## src/lfw_ram.sv

```systemverilog
// Generic simple dual-port RAM with registered read.
`timescale 1ns / 1ps
`default_nettype none

module lfw_ram #(
  parameter int WIDTH = 16,
  parameter int DEPTH = 16
) (
  input  wire logic                                   clk,
  input  wire logic                                   we,
  input  wire logic [(DEPTH > 1 ? $clog2(DEPTH) : 1)-1:0] waddr,
  input  wire logic [WIDTH-1:0]                       wdata,
  input  wire logic                                   re,
  input  wire logic [(DEPTH > 1 ? $clog2(DEPTH) : 1)-1:0] raddr,
  output logic      [WIDTH-1:0]                       rdata
);

  logic [WIDTH-1:0] mem [DEPTH];

  always_ff @(posedge clk) begin
    if (we) begin
      mem[waddr] <= wdata;
    end
    if (re) begin
      rdata <= mem[raddr];
    end
  end

endmodule

`default_nettype wire

```

## config.mk

```make
export PLATFORM = sky130hd
export DESIGN_NAME = lfw_ram
export DESIGN_NICKNAME = d
export VERILOG_FILES = /design/src/lfw_ram.sv
export SDC_FILE = /design/constraint.sdc
export NUM_CORES = 1
export LEC_CHECK = 0
export BUFFER_PORTS_ARGS = -buffer_cell sky130_fd_sc_hd__buf_4
export CAP_MARGIN = 0
export CORE_MARGIN = 2
export CORE_UTILIZATION = 40
export DETAILED_ROUTE_END_ITERATION = 12
export PLACE_DENSITY = 0.58
export SLEW_MARGIN = 20
export SYNTH_ARGS = -nofsm -noshare
export SYNTH_HDL_FRONTEND = slang
export SYNTH_SLANG_ARGS = --single-unit
```

## constraint.sdc

```tcl
create_clock -name clk -period 2.2 [get_ports clk]
set_input_delay 0.11 -clock clk [delete_from_list [all_inputs] [get_ports clk]]
set_output_delay 0.11 -clock clk [all_outputs]
set_load 0.01 [all_outputs]
```

# Word-level counts from Yosys, hierarchy flattened
# Memories as Yosys holds them, arrays and structs flattened. A register that Yosys moved wholly into a read port is not among the register bits.
# Index checks and enable logic that the tools add are counted.
[totals]
n_memories = 1
reg_bits = 0
output_inout_bits = 16
in_bits = 27
wordCells = 3
ram_bits = 256
[memory_table]
columns = ["name", "depth", "word_bits", "read_ports", "rd_clocked_by_memory_dff", "write_ports", "line", "text"]
rows = [
  ["mem", 16, 16, 1, 1, 1, "18", "logic [WIDTH-1:0] mem [DEPTH];"],
]
[classes]
n_mux = 2
[ops]
columns = ["operator", "n"]
rows = [
  ["1-bit 2-to-1 mux", 2],
]

# Longest topological paths before layout
[depth]
word_depth = 2
ltp_mapped = 5
depth_no_buf = 3

# Least setup slack after synthesis
# OpenSTA, ideal clock, no wires.
[synth_path]
path_kind = "in2reg"
start = "input port waddr[2] in the netlist's numbering"
end = "memory mem[0][0], enable pin"
path_buffers = 0
path_slack_ns = 0.035
t_required_ns = 1.791
path_stages = 2
setup_ns = 0.409
t_arrival_ns = 1.756
path_cell_list = "or3b_2 > nor3_1"
[synth_rtl]
columns = ["element", "line", "text"]
rows = [
  ["from (decl)", "11", "input wire logic [(DEPTH > 1 ? $clog2(DEPTH) : 1)-1:0] waddr,"],
  ["to (decl)", "18", ""],
]
# No word-level cell before the write port.

==> run metrics <==
Tightest Pin Transition 428 ps; Top Usage Layer GRT met2; number of endpoints with negative hold slack in the final report 0; HPWL after DPL 11.4 mm; DR pass1 iterations 4; Crit. Startpoint mem[3][11]$_DFFE_PP_; startpoint class of the critical path register; average wire per cell in the routed design about 25 um; IR Drop Worst-Case VDD about 470 uV; setup total negative slack 0 ps; clock buffers created by TritonCTS 27; crit path cell chain mux4_2 > a22oi_1 > nand2_1; Clock Tree Buf Depth 3; P per Cell Area 880 nW/um^2; count of mapped cells out of synthesis 432; global-route total usage across every layer 17.0%; endpoint of the lowest-slack register-to-register path rdata[11]$_DFFE_PP_; total chip power 0.0106 W; routing usage on met2 27.7%; Clock transition at path regs about 60 ps; post-synthesis cell type count 18; number of global-route vias before repair 5,028; routability congestion estimate from global placement between 0.6 and 0.7; worst hold endpoint rdata[15]$_DFFE_PP_; die area about 27,000 um^2; number of antenna-violating nets in the routed design 0; Post-layout nets 550; fraction of the core area covered by cells at the end of the flow approximately half; unrepaired setup endpoints after global routing false; number of synthesis warnings 0; GRT Residual Overflow 0; pin count of the biggest net entering global routing 26; Std-Cell Core Area 25,100 um^2; number of placement rows 58; met3 track demand over resource in global routing 2.45%; number of storage elements in the synthesis netlist 272; Final Routed Wirelength 22.0 mm; chip width 164 um; Final Cell Area 12,100 um^2; total via count in the routed design 4,770; worst slew margin relative to its limit between 70% and 80%; Static Leakage 3.91 nW; Avg Inst Size Synth 23.6 um^2; synthesized net count ~460; Syn Std Cell Area between 10,000 and 15,000 um^2; f_max 0.696 GHz; cell area after placement between 10,000 and 15,000 um^2; TritonCTS Sinks 272; sequential cell area fraction in the yosys report between 80% and 90%; stage delay of the slowest cell on the critical path ~470 ps; arrival time worst endpoint 1700 ps; minimum setup slack among reg-to-reg paths ~760 ps; final count of pins violating max slew 0; synth-to-layout area growth 18.3%; capturing element type of the critical path register; clock latency on the worst-skew pair roughly 520 ps; run status complete, no violations; average via count per standard cell 5.46; number of top-level design ports 43; required time worst endpoint ~2500 ps; class of the tightest hold or removal check in -> reg; setup violators final 0; number of input and output port buffers inserted 42; # Max-Cap Violations 0; Cells on Worst Hold Path 1; wire length of the first global-routing pass 32.5 mm; share of cells above drive strength 1 32.2%; library cell used as clock root buffer clkbuf_16; met1 global-route usage 24.6%; vertical die dimension ~160 um; highest-delay cell along the critical path mux4_2; Critical R2R Launch mem[3][11]$_DFFE_PP_; initial standard-cell utilization of the core 40.6%; post-route minimum period about 1400 ps; CTS tree done; Final Hold Slack 34.3 ps; cell depth of the worst flop-to-flop path 3; Final Skew 5.99 ps; fraction of the cycle the final worst path needs 65.3%; antenna violations before repair 0; remaining routing DRC violations 0; number of diodes 0; startpoint of the most critical hold path re; 1st-iter DRT viols 505; Clock H-tree levels 1; top fanout value on the critical path 1; type of the setup path with the least slack reg -> reg
-- per-stage QoR --
step | instances | setup WS (ps)
after floorplan | 432 | 34.9
after CTS | 873 | 758
after detailed placement | 808 | 435
after global routing | 873 | 686
after global placement | 808 | 408
final | 873 | 764
-- cell usage after synthesis (all sizes together) --
master  instances  share of area [%]
edfxtp        272                 80
mux4           64                 14
a22oi          32                2.4
nand2          17               0.63
buf            13               0.92
nor2           13               0.48
clkbuf          8               0.29
nor3            4               0.20
nand2b          2               0.12
nand3b          2               0.15
nor2b           2               0.12
and2            1              0.061
nand3           1              0.049
or3b            1              0.086
-- where the power goes --
group / total, W / internal [W] / switching, W
sequential: 0.00587 / 0.00584 / 0.0000318
clock: 0.00418 / 0.00236 / 0.00182
combinational: 0.000577 / 0.000265 / 0.000313
total: 0.0106 / 0.00846 / 0.00216
-- per-layer routing --
layer,vias to the layer above,share of wire [%]
li1,2034,-
met1,2560,42
met2,142,49
met3,34,7.0
met4,0,1.7
met5,-,0
-- flip-flops by register name, summed over array words and instances (netlist names) --
signal and cells:
mem 256, rdata 16
-- area by class of cell --
type / count / area, um^2
fillers: 2100 / 13000
well taps: 330 / 413
multi-input cells: 139 / 1960
clock inverters: 17 / 104
clock buffers: 32 / 694
flip-flops and latches: 272 / 8170
repair buffers: 83 / 726
-- critical path, delay by kind of cell (launching register included) --
family / cells / cell delay, ps
multiplexers: 1 / 470
AND/OR/NAND/NOR: 1 / 80
AO/OA/AOI/OAI: 1 / 280
flip-flops: 1 / 360
-- cell usage in the layout, fill, tap and decap left out, drive strengths merged --
cell type and n:
clkinvlp 1, nor3 4, buf 67, dlygate4sd3 16, nand2 17, mux4 64, nand3 1, nand3b 2
clkbuf 32, bufinv 1, nor2 13, or3b 1, clkinv 15, a22oi 32, nand2b 2, and2 1
nor2b 2, edfxtp 272
-- logic make-up (layout without fill, tap and decap cells) --
kind of cell,count (synthesis),count (layout),share of synthesized area (%)
buffers and inverters,21,132,1.21
AND/OR/NAND/NOR,43,43,1.89
flip-flops,272,272,80.0
multiplexers,64,64,14.5
AO/OA/AOI/OAI,32,32,2.35
-- timing repair --
action	4_1_cts	5_1_grt
buffers inserted	0	0
hold buffers	16	0
resized for setup	0	0
hold endpoints to repair	256	0
-- how the worst max path moves through the flow --
stage,end,slack (ps)
CTS,rdata[0]$_DFFE_PP_,760
global placement,rdata[4]$_DFFE_PP_,410
floorplan,mem[0][0]$_DFFE_PP_,30
global route,rdata[11]$_DFFE_PP_,690
detailed placement,rdata[7]$_DFFE_PP_,430
finish,rdata[11]$_DFFE_PP_,760
No activity file was read; power rests on OpenSTA's default activity.
