## config.mk

```make
export PLATFORM = sky130hd
export DESIGN_NAME = lfw_mac
export DESIGN_NICKNAME = d
export VERILOG_FILES = /design/src/lfw_pkg.sv /design/src/lfw_mac.sv
export SDC_FILE = /design/constraint.sdc
export NUM_CORES = 1
export LEC_CHECK = 0
export ABC_AREA = 1
export BUFFER_PORTS_ARGS = -buffer_cell sky130_fd_sc_hd__buf_2
export CAP_MARGIN = 10
export CORE_MARGIN = 4
export CORE_UTILIZATION = 54
export CTS_BUF_LIST = sky130_fd_sc_hd__clkbuf_4
export DETAILED_ROUTE_END_ITERATION = 10
export GPL_ROUTABILITY_DRIVEN = 0
export HOLD_SLACK_MARGIN = 0.12
export PLACE_DENSITY = 0.76
export SYNTH_ARGS = -nofsm -noshare
export SYNTH_HDL_FRONTEND = slang
export SYNTH_SLANG_ARGS = --single-unit
```

## constraint.sdc

```tcl
create_clock -name clk -period 5.2 [get_ports clk]
set_input_delay 0.26 -clock clk [delete_from_list [all_inputs] [get_ports clk]]
set_output_delay 0.26 -clock clk [all_outputs]
set_load 0.01 [all_outputs]
```

## src/lfw_pkg.sv

```systemverilog
// Shared types and constants for the fully connected layer block.
`timescale 1ns / 1ps
`default_nettype none

package lfw_pkg;

  // Input transaction codes
  localparam logic [1:0] FUNC_WEIGHT = 2'd0;
  localparam logic [1:0] FUNC_BIAS   = 2'd1;
  localparam logic [1:0] FUNC_SAMPLE = 2'd2;

  // Configuration register indexes
  localparam int CFG_IDX_W = 2;
  localparam int CFG_W     = 7;
  localparam logic [CFG_IDX_W-1:0] CFG_INNER_SIZE  = 2'd0;
  localparam logic [CFG_IDX_W-1:0] CFG_OUT_SIZE    = 2'd1;
  localparam logic [CFG_IDX_W-1:0] CFG_BIAS_ENABLE = 2'd2;

  localparam logic [6:0] INNER_SIZE_RST  = 7'd64;
  localparam logic [4:0] OUT_SIZE_RST    = 5'd16;
  localparam logic       BIAS_ENABLE_RST = 1'b1;

  localparam int ACC_W = 40;

  localparam logic signed [31:0] SAT_MAX = 32'sh7fff_ffff;
  localparam logic signed [31:0] SAT_MIN = 32'sh8000_0000;

  typedef struct packed {
    logic [1:0]          func;
    logic [9:0]          index;
    logic signed [15:0]  value;
  } in_item_t;

  typedef struct packed {
    logic signed [31:0]  result;
    logic [3:0]          column;
    logic                row_last;
  } out_item_t;

  // Control into the shared multiply-accumulate unit
  typedef struct packed {
    logic vld;       // operands for one column present
    logic acc_keep;  // accumulator holds a value from this row
  } mac_ctl_t;

endpackage

`default_nettype wire

```

## src/lfw_mac.sv

```systemverilog
// Shared multiply-accumulate unit: registered 16x16 product, then 40-bit add.
`timescale 1ns / 1ps
`default_nettype none

module lfw_mac #(
  parameter int COL_W = 4
) (
  input  wire logic                       clk,
  input  wire logic                       rst_n,
  input  wire lfw_pkg::mac_ctl_t          ctl_i,
  input  wire logic [COL_W-1:0]           col_i,
  input  wire logic signed [15:0]         x_i,
  input  wire logic signed [15:0]         w_i,
  input  wire logic [lfw_pkg::ACC_W-1:0]  acc_i,
  output logic                            wr_en_o,
  output logic [COL_W-1:0]                wr_addr_o,
  output logic [lfw_pkg::ACC_W-1:0]       wr_data_o
);

  logic                      vld_r;
  logic [COL_W-1:0]          col_r;
  logic signed [31:0]        prod_r;
  logic [lfw_pkg::ACC_W-1:0] acc_r;

  always_ff @(posedge clk) begin
    if (!rst_n) begin
      vld_r <= 1'b0;
    end else begin
      vld_r <= ctl_i.vld;
    end
    col_r  <= col_i;
    prod_r <= x_i * w_i;
    acc_r  <= ctl_i.acc_keep ? acc_i : '0;
  end

  // wraps modulo 2^40
  assign wr_en_o   = vld_r;
  assign wr_addr_o = col_r;
  assign wr_data_o = acc_r + {{(lfw_pkg::ACC_W-32){prod_r[31]}}, prod_r};

endmodule

`default_nettype wire

```

Word-level counts from Yosys, hierarchy flattened:

Cells that the tools add are included.

* register bits: 77
* input port bits: 80
* output and inout bits: 45

* multipliers: 1
* $add $sub $neg: 1

Operators with widths (number)
* adder 40 bit: 1
* multiplier 16 x 16 -> 32 bit: 1

Longest topological paths before layout:

Gate-level depths: netlist (run 1).

* depth in word-level cells: 1
* mapped depth: 26
* mapped depth without buffers: 24

Worst setup path before layout (run 1):

No wires, ideal clock.

* path type: input to register
* start point: in w_i[3]
* end point: reg prod_r[30]
* arrival: 5.231 ns
* slack: -0.143 ns
* stages: 20
* library setup time: 0.112 ns
* data required time: 5.088 ns
* path through: clkbuf_1 > clkbuf_1 > nand2_1 > inv_1 > fa_1 > fa_1 > inv_1 > fa_1 > inv_1 > fa_1 > fa_1 > fa_1 > ha_1 > a21o_1 > a21boi_0 > nand2_1 > a21oi_1 > nand2_1 > nand2_1 > nand2_1

* cells in the longest elaborated chain, start to end: 1

Ends and longest elaborated chain
* start, declared: line lfw_mac.sv:13 `input wire logic signed [15:0] w_i,`
* multiplier 16 x 16 -> 32 bit: line lfw_mac.sv:32 `prod_r <= x_i * w_i;`
* end signal, assigned: line lfw_mac.sv:32
* end, declared: line lfw_mac.sv:22 `logic signed [31:0] prod_r;`

Every way passes these cells.
A chain may end at the register's enable or synchronous reset.

Final worst setup path (run 1):

* start point: in w_i[1]
* end point: reg prod_r[23]

The elaborated chain is that of the path after synthesis.

==> results of run 1 <==
## worst min-delay path by stage
stage,cells after the start,endpoint,start
2_1_floorplan,0,wr_addr_o[0]$_DFF_P_,col_i[0]
3_3_place_gp,1,wr_addr_o[0]$_DFF_P_,col_i[0]
6_report,3,prod_r[0]$_DFF_P_,w_i[0]
3_5_place_dp,1,wr_addr_o[0]$_DFF_P_,col_i[0]
4_1_cts,3,prod_r[0]$_DFF_P_,w_i[0]
5_1_grt,3,prod_r[0]$_DFF_P_,w_i[0]
## placed cells by master (no fill, tap or decap), types with 4 or more instances in the layout
master	n
a21oi_1	49
a21oi_2	5
buf_2	124
buf_4	108
clkbuf_4	9
dfxtp_1	77
dlygate4sd3_1	46
fa_1	261
ha_1	121
inv_1	658
nand2_1	728
nand2_2	25
nand3_1	66
nand3_2	4
nand4_1	22
nor2_1	106
nor2_2	19
nor3_1	7
o21ai_0	20
o21bai_1	6
xnor2_1	7
xor2_1	31
## cell families (layout without fill, tap and decap cells)
group / Yosys count / count (layout) / share of synthesized area (%)
xor+xnor: 38 / 38 / 2.10
compound gates: 86 / 86 / 2.98
buf+inv: 721 / 954 / 17.0
simple gates: 989 / 989 / 25.5
fa+ha+maj: 384 / 384 / 42.7
flops: 77 / 77 / 9.71
## sequential cells by signal, summed over array words and instances (netlist names)
name,count
acc_r,40
prod_r,32
wr_addr_o,4
wr_en_o,1
## area by class of cell
type,count,area share (%)
Inverter,658,13.6
Tap cell,384,2.64
Sequential cell,77,8.46
Clock buffer,9,0.371
Multi-Input combinational cell,1497,63.9
Timing Repair Buffer,280,10.6
Clock inverter,7,0.481
## layer usage
| metal | part of all wire [%] | vias to the layer above |
|---|---|---|
| met4 | 2.8 | 0 |
| li1 | - | 7000 |
| met5 | 0 | - |
| met2 | 49 | 520 |
| met1 | 41 | 6869 |
| met3 | 7.3 | 86 |
## repair_timing
action,CTS,global route
buffers inserted,0,1
endpoints found under the setup margin,0,4
gates resized for setup,0,3
hold buffers,46,0
endpoints found under the hold margin,45,0
## metrics by stage
step / setup WS (ns) / cell area [µm²] / hold slack, ns
finish: 0.239 / 18200 / 0.164
floorplan: 0.0184 / 15900 / 0.288
global route: 0.0538 / 18200 / 0.155
detailed placement: -0.274 / 17600 / 0.364
global placement: -0.167 / 17600 / 0.363
CTS: 0.221 / 18200 / 0.144
==> metrics.md, run 1 <==
| Metric | Value |
|---|---|
| Total grt overflow | `0` |
| Setup TNS | `0 ns` |
| Post-synthesis sequential area ratio | `9.71%` |
| Peak fanout along the critical path | `9` |
| Vias per inst | `between 4 and 5` |
| Sequential Area | `~0.0015 mm²` |
| Site row count | `slightly above 60` |
| Unique masters post-synth | `29` |
| GRT Max-Usage Layer | `met2` |
| Max incr delay on CP | `around 0.52 ns` |
| Post-placement cell count | `2849` |
| Syn_area_per_cell | `a little under 7 µm²` |
| Final Core Density | `63.1%` |
| Worst-path cell chain | `buf_2 > nand2_1 > inv_1 > buf_4 > fa_1 > inv_1 > fa_1 > fa_1 > inv_1 > fa_1 > fa_1 > inv_1 > fa_1 > inv_1 > ha_1 > a21oi_1 > o21ai_0 > nor2_1 > nand2_1 > nand2_1 > nand2_1 > nand2_1 > nand2_1` |
| Worst path bufs/invs | `7` |
| Slew @ Worst Pin | `around 0.7 ns` |
| Synth top area share | `33.2%` |
| Post-Synthesis Cell Area | `0.0159 mm²` |
| Iteration-0 DRC Markers | `approximately 1000` |
| RSZ-0062 raised after global routing | `false` |
| #FFs+latches synth | `77` |
| Layout cell share with drive strength beyond 1 | `between 10% and 20%` |
| # diodes | `0` |
| Crit path time final | `between 4 and 5 ns` |
| FFs w/ async S/R, synth | `0%` |
| Global routing usage on met1 | `33.9%` |
| DR DRC count | `0` |
| Synth area leaders | `fa_1 33%, nand2_1 17%, inv_1 16%` |
| Multi-input logic area | `around 0.012 mm²` |
| Yosys warnings | `0` |
| Clock Pin Slew Worst Setup and Hold Paths | `approximately 0.15 ns` |
| Max Clk Rate | `between 0.2 and 0.25 GHz` |
| Setup CP Type | `in -> reg` |
| Max Slew Vio Count | `0` |
| CP Data Arrival Time | `~5.3 ns` |
| Routed wire length | `between 40 and 50 mm` |
| Worst setup endpoint | `prod_r[23]$_DFF_P_` |
| Initial core utilization | `roughly 55%` |
| Most instantiated library cell after synthesis | `nand2_1` |
| Core footprint | `between 0.02 and 0.03 mm²` |
| CTS buffer count | `9` |
| Synthesized Nets | `roughly 2800` |
| # port buffers | `124` |
| Leading area contributor after synthesis | `fa_1` |
| Status | `finished, final reports clean` |
| GRT met2 Usage | `between 40% and 50%` |
| Die Footprint | `between 0.03 and 0.04 mm²` |
| Avg WL per Cell | `~14 µm` |
| Crit path max-delay cell type | `fa_1` |
| H-tree depth | `3` |
| Die Wd | `179 µm` |
| First-pass GRT wire length | `~70 mm` |
| Layout Cells excl Fill | `slightly below 3000` |
| Fin nets | `2987` |
| Final Hold Vio Count | `0` |
| Post-Syn Instances | `2295` |
| Met3 Use GR | `3.42%` |
| Filler cells | `around 2500` |
| Die height | `179 µm` |
| TritonCTS clock tree | `built` |
| Clk sinks | `between 70 and 80` |
| Root Buffer | `clkbuf_4` |
| Initial antenna violation count | `0` |
| Final period util | `95.4%` |
| Total number of vias | `between 10000 and 15000` |
| Critical Path Source | `w_i[1]` |
| CP delay by family, top | `adder cells` |
| Max-Slew Margin vs Limit | `53.8%` |
| Largest net degree at the start of global routing | `between 40 and 50` |
| Post-synth EDFFs | `0` |
| Hold crit path type | `in -> reg` |
| Total GRT Usage | `a little over a quarter` |
| Setup-failing EPs final | `0` |
| Via count of the first global-routing pass | `around 15000` |
| Main synth FF type | `dfxtp_1` |
| Area delta synth->final | `14.8%` |
| Drt first pass iters | `6` |
| # IOs | `between 100 and 150` |
| Crit end category | `flop` |
| Clk buf depth | `2` |
| Dpl hpwl | `between 30 and 40 mm` |
| Max-Cap Viols | `0` |
| Crit path required time | `between 5 and 6 ns` |
| Detail Route Antenna Nets | `0` |
| WP depth | `23` |
| Crit start category | `primary input` |
| Top post-synthesis cells by count | `729 x nand2_1, 658 x inv_1, 263 x fa_1, 121 x ha_1, 106 x nor2_1` |
Power of run 1 is not shown: default switching activity piles up to over one toggle a cycle in this logic, so the estimate is an artifact.
==> run 2: changes to the inputs <==
--- a/config.mk
+++ b/config.mk
@@ -5,16 +5,17 @@
 export SDC_FILE = /design/constraint.sdc
 export NUM_CORES = 1
 export LEC_CHECK = 0
-export ABC_AREA = 1
 export BUFFER_PORTS_ARGS = -buffer_cell sky130_fd_sc_hd__buf_2
 export CAP_MARGIN = 10
+export CELL_PAD_IN_SITES_DETAIL_PLACEMENT = 1
+export CELL_PAD_IN_SITES_GLOBAL_PLACEMENT = 1
 export CORE_MARGIN = 4
-export CORE_UTILIZATION = 54
+export CORE_UTILIZATION = 44
 export CTS_BUF_LIST = sky130_fd_sc_hd__clkbuf_4
 export DETAILED_ROUTE_END_ITERATION = 10
 export GPL_ROUTABILITY_DRIVEN = 0
 export HOLD_SLACK_MARGIN = 0.12
-export PLACE_DENSITY = 0.76
+export PLACE_DENSITY_LB_ADDON = 0.1
 export SYNTH_ARGS = -nofsm -noshare
 export SYNTH_HDL_FRONTEND = slang
 export SYNTH_SLANG_ARGS = --single-unit
==> metrics.md, run 2 <==
| Metric | Value |
|---|---|
| Status | `finished, violations left` |
| Failing checks | `negative setup slack` |
| # port buffers | `124 (unchanged)` |
| Max reg flops | `40 (unchanged)` |
| Crit path time final | `5.31 ns (+0.346 ns)` |
| Synthesized Nets | `2005 (-27%)` |
| Iteration-0 DRC Markers | `318 (-69%)` |
| Post-synthesis sequential area ratio | `11.0% (+1.3 points)` |
| Via count of the first global-routing pass | `12696 (-16%)` |
| Unique masters post-synth | `66 (+130%)` |
| Site row count | `65 (+4.8%)` |
| Post-Syn Instances | `1541 (-33%)` |
| Final Core Density | `56.5% (-6.6 points)` |
| Yosys warnings | `0 (unchanged)` |
| Setup CP Type | `in -> reg` |
| Max Clk Rate | `0.188 GHz (-6.5%)` |
| Max Slew Vio Count | `0 (unchanged)` |
| Main synth FF type | `dfxtp_1` |
| Area delta synth->final | `27.1%` |
| Post-route cell area | `0.0178 mm² (-2.3%)` |
| FFs w/ async S/R, synth | `0% (unchanged)` |
| Most instantiated library cell after synthesis | `inv_1` |
| RSZ-0062 raised after global routing | `true` |
| Total GRT Usage | `22.5% (-3.5 points)` |
| Root Buffer | `clkbuf_4` |
| Final period util | `102% (+6.7 points)` |
| Setup-failing EPs final | `4 (+4)` |
| Leading area contributor after synthesis | `fa_1` |
| Sequential Area | `0.00154 mm² (unchanged)` |
| Largest net degree at the start of global routing | `41 (unchanged)` |
| Slew @ Worst Pin | `0.644 ns (-0.0494 ns)` |
| Die Wd | `186 µm (+3.9%)` |
| Core footprint | `0.0315 mm² (+9.1%)` |
| Largest Register | `acc_r` |
| Crit path required time | `5.54 ns (-0.02 ns)` |
| Setup ws final | `-0.107 ns (-0.346 ns)` |
| Hold crit path type | `in -> reg` |
| Initial antenna violation count | `1 (+1)` |
| H-tree depth | `3 (unchanged)` |
| Die Footprint | `0.0347 mm² (+7.9%)` |
| Multi-input logic area | `0.0117 mm² (+0.66%)` |
| CTS buffer count | `9 (unchanged)` |
| Commonest non-fill, non-tap cell in the layout | `inv_1` |
| Vias per inst | `5.00 (+0.52%)` |
| Filler cells | `3618 (+42%)` |
| Detail Route Antenna Nets | `0 (unchanged)` |
| Synth area leaders | `fa_1 38%, dfxtp_1 11%, ha_1 11%` |
| Dpl cell area | `0.0164 mm² (-6.9%)` |
| Synth top area share | `37.6% (+4.4 points)` |
| Crit end category | `flop` |
| TritonCTS clock tree | `built` |
| # IOs | `125 (unchanged)` |
| Commonest cells after routing, fill and taps aside | `280 x inv_1, 237 x fa_1, 167 x buf_4, 152 x and2_1, 135 x nand2_1` |
| First-pass GRT wire length | `65.2 mm (-7.0%)` |
| Peak fanout along the critical path | `11 (+2)` |
| DR DRC count | `0 (unchanged)` |
| Dpl hpwl | `32.7 mm (-7.5%)` |
| #FFs+latches synth | `77 (unchanged)` |
| Setup TNS | `-0.217 ns (-0.217 ns)` |
| Clk sinks | `77 (unchanged)` |
| Crit start category | `primary input` |
| Clk buf depth | `2 (unchanged)` |
| Total number of vias | `11317 (-22%)` |
| Die height | `186 µm (+3.9%)` |
| Clock Pin Slew Worst Setup and Hold Paths | `0.13 ns (-0.02 ns)` |
| Drt first pass iters | `5 (-1)` |
| Post-Synthesis Cell Area | `0.0140 mm² (-12%)` |
| Avg WL per Cell | `17.3 µm (+24%)` |
| Post-synth EDFFs | `0 (unchanged)` |
| Total grt overflow | `0 (unchanged)` |
| Max-Cap Viols | `0 (unchanged)` |
| Layout cell share with drive strength beyond 1 | `25.3% (+13 points)` |
| Post-Place Setup Slack | `-0.786 ns (-0.512 ns)` |
| CP Data Arrival Time | `5.65 ns (+0.33 ns)` |
| Top post-synthesis cells by count | `302 x inv_1, 263 x fa_1, 171 x and2_1, 142 x nand2_1, 121 x ha_1` |
| Final Hold Vio Count | `0 (unchanged)` |
| Fin nets | `2321 (-22%)` |
| Max-Slew Margin vs Limit | `56.5% (+2.7 points)` |
| Initial core utilization | `44.5% (-11 points)` |
| Syn_area_per_cell | `9.09 µm² (+31%)` |
| Routed wire length | `39.2 mm (-3.8%)` |
-- run 2: cell types whose count changed after synthesis, moves of 21 or more --
cell / change
nand2_1: -587
inv_1: -356
and2_1: +171
nand3_1: -48
xnor2_1: +41
nor2_1: -40
nand2_2: -24
clkbuf_1: -21
-- run 2: worst paths after layout --
| path | cells after the start | endpoint | slack, ns | startpoint |
|---|---|---|---|---|
| hold / removal | 2 | prod_r[0]$_DFF_P_ | 0.22 | w_i[0] |
| setup / recovery | 23 | prod_r[29]$_DFF_P_ | -0.11 | x_i[3] |
-- run 2: layout make-up --
cell class                      instances  share of cell area, %
Clock inverter                          7                  0.373
Inverter                              302                   6.37
Timing Repair Buffer                  353                   15.5
Tap cell                              402                   2.83
Sequential cell                        77                   8.66
Clock buffer                            9                  0.380
Multi-Input combinational cell       1114                   65.8
Antenna cell                            1                 0.0141
-- run 2: kinds of logic after synthesis --
kind of cell | Yosys count | synth area share, %
xor+xnor | 62 | 3.88
compound gates | 207 | 10.5
simple gates | 460 | 16.7
mux | 1 | 0.0804
flops | 77 | 11.0
buf+inv | 350 | 9.42
fa+ha+maj | 384 | 48.4
-- run 2: routing by layer --
layer  track usage [%]  wire length (µm)  vias up
li1                  -                 -     5435
met1              32.1             18700     5705
met2              38.4             18900      158
met3              2.30              1220       19
met4              3.50               357        0
met5                 0                 0        -
-- run 2: timing repair --
| item | CTS | global route |
|---|---|---|
| gates cloned | 0 | 0 |
| resized for setup | 79 | 113 |
| hold buffers | 46 | 0 |
| setup buffers | 11 | 17 |
| endpoints found under the setup margin | 13 | 13 |
| endpoints found under the hold margin | 45 | 0 |
| pin swaps | 44 | 61 |
-- run 2: per-stage QoR --
stage	hold slack (ns)	instances
floorplan	0.288	1541
detailed placement	0.365	2178
global placement	0.364	2178
CTS	0.172	2250
finish	0.222	2265
global route	0.217	2265
-- run 2: critical path: stages --
cell,delay [ns]
buf_2,0.19
and2_4,0.19
fa_1,0.55
inv_2,0.04
fa_1,0.49
inv_2,0.04
fa_2,0.56
fa_2,0.46
fa_1,0.56
inv_2,0.04
fa_1,0.49
inv_1,0.04
ha_2,0.17
a21o_1,0.19
a21oi_2,0.14
o21bai_2,0.09
buf_4,0.15
o21bai_4,0.17
o311ai_4,0.30
buf_4,0.17
nand2b_4,0.05
a211oi_2,0.24
nor2_1,0.07
Power of run 2 is left out for the same reason.
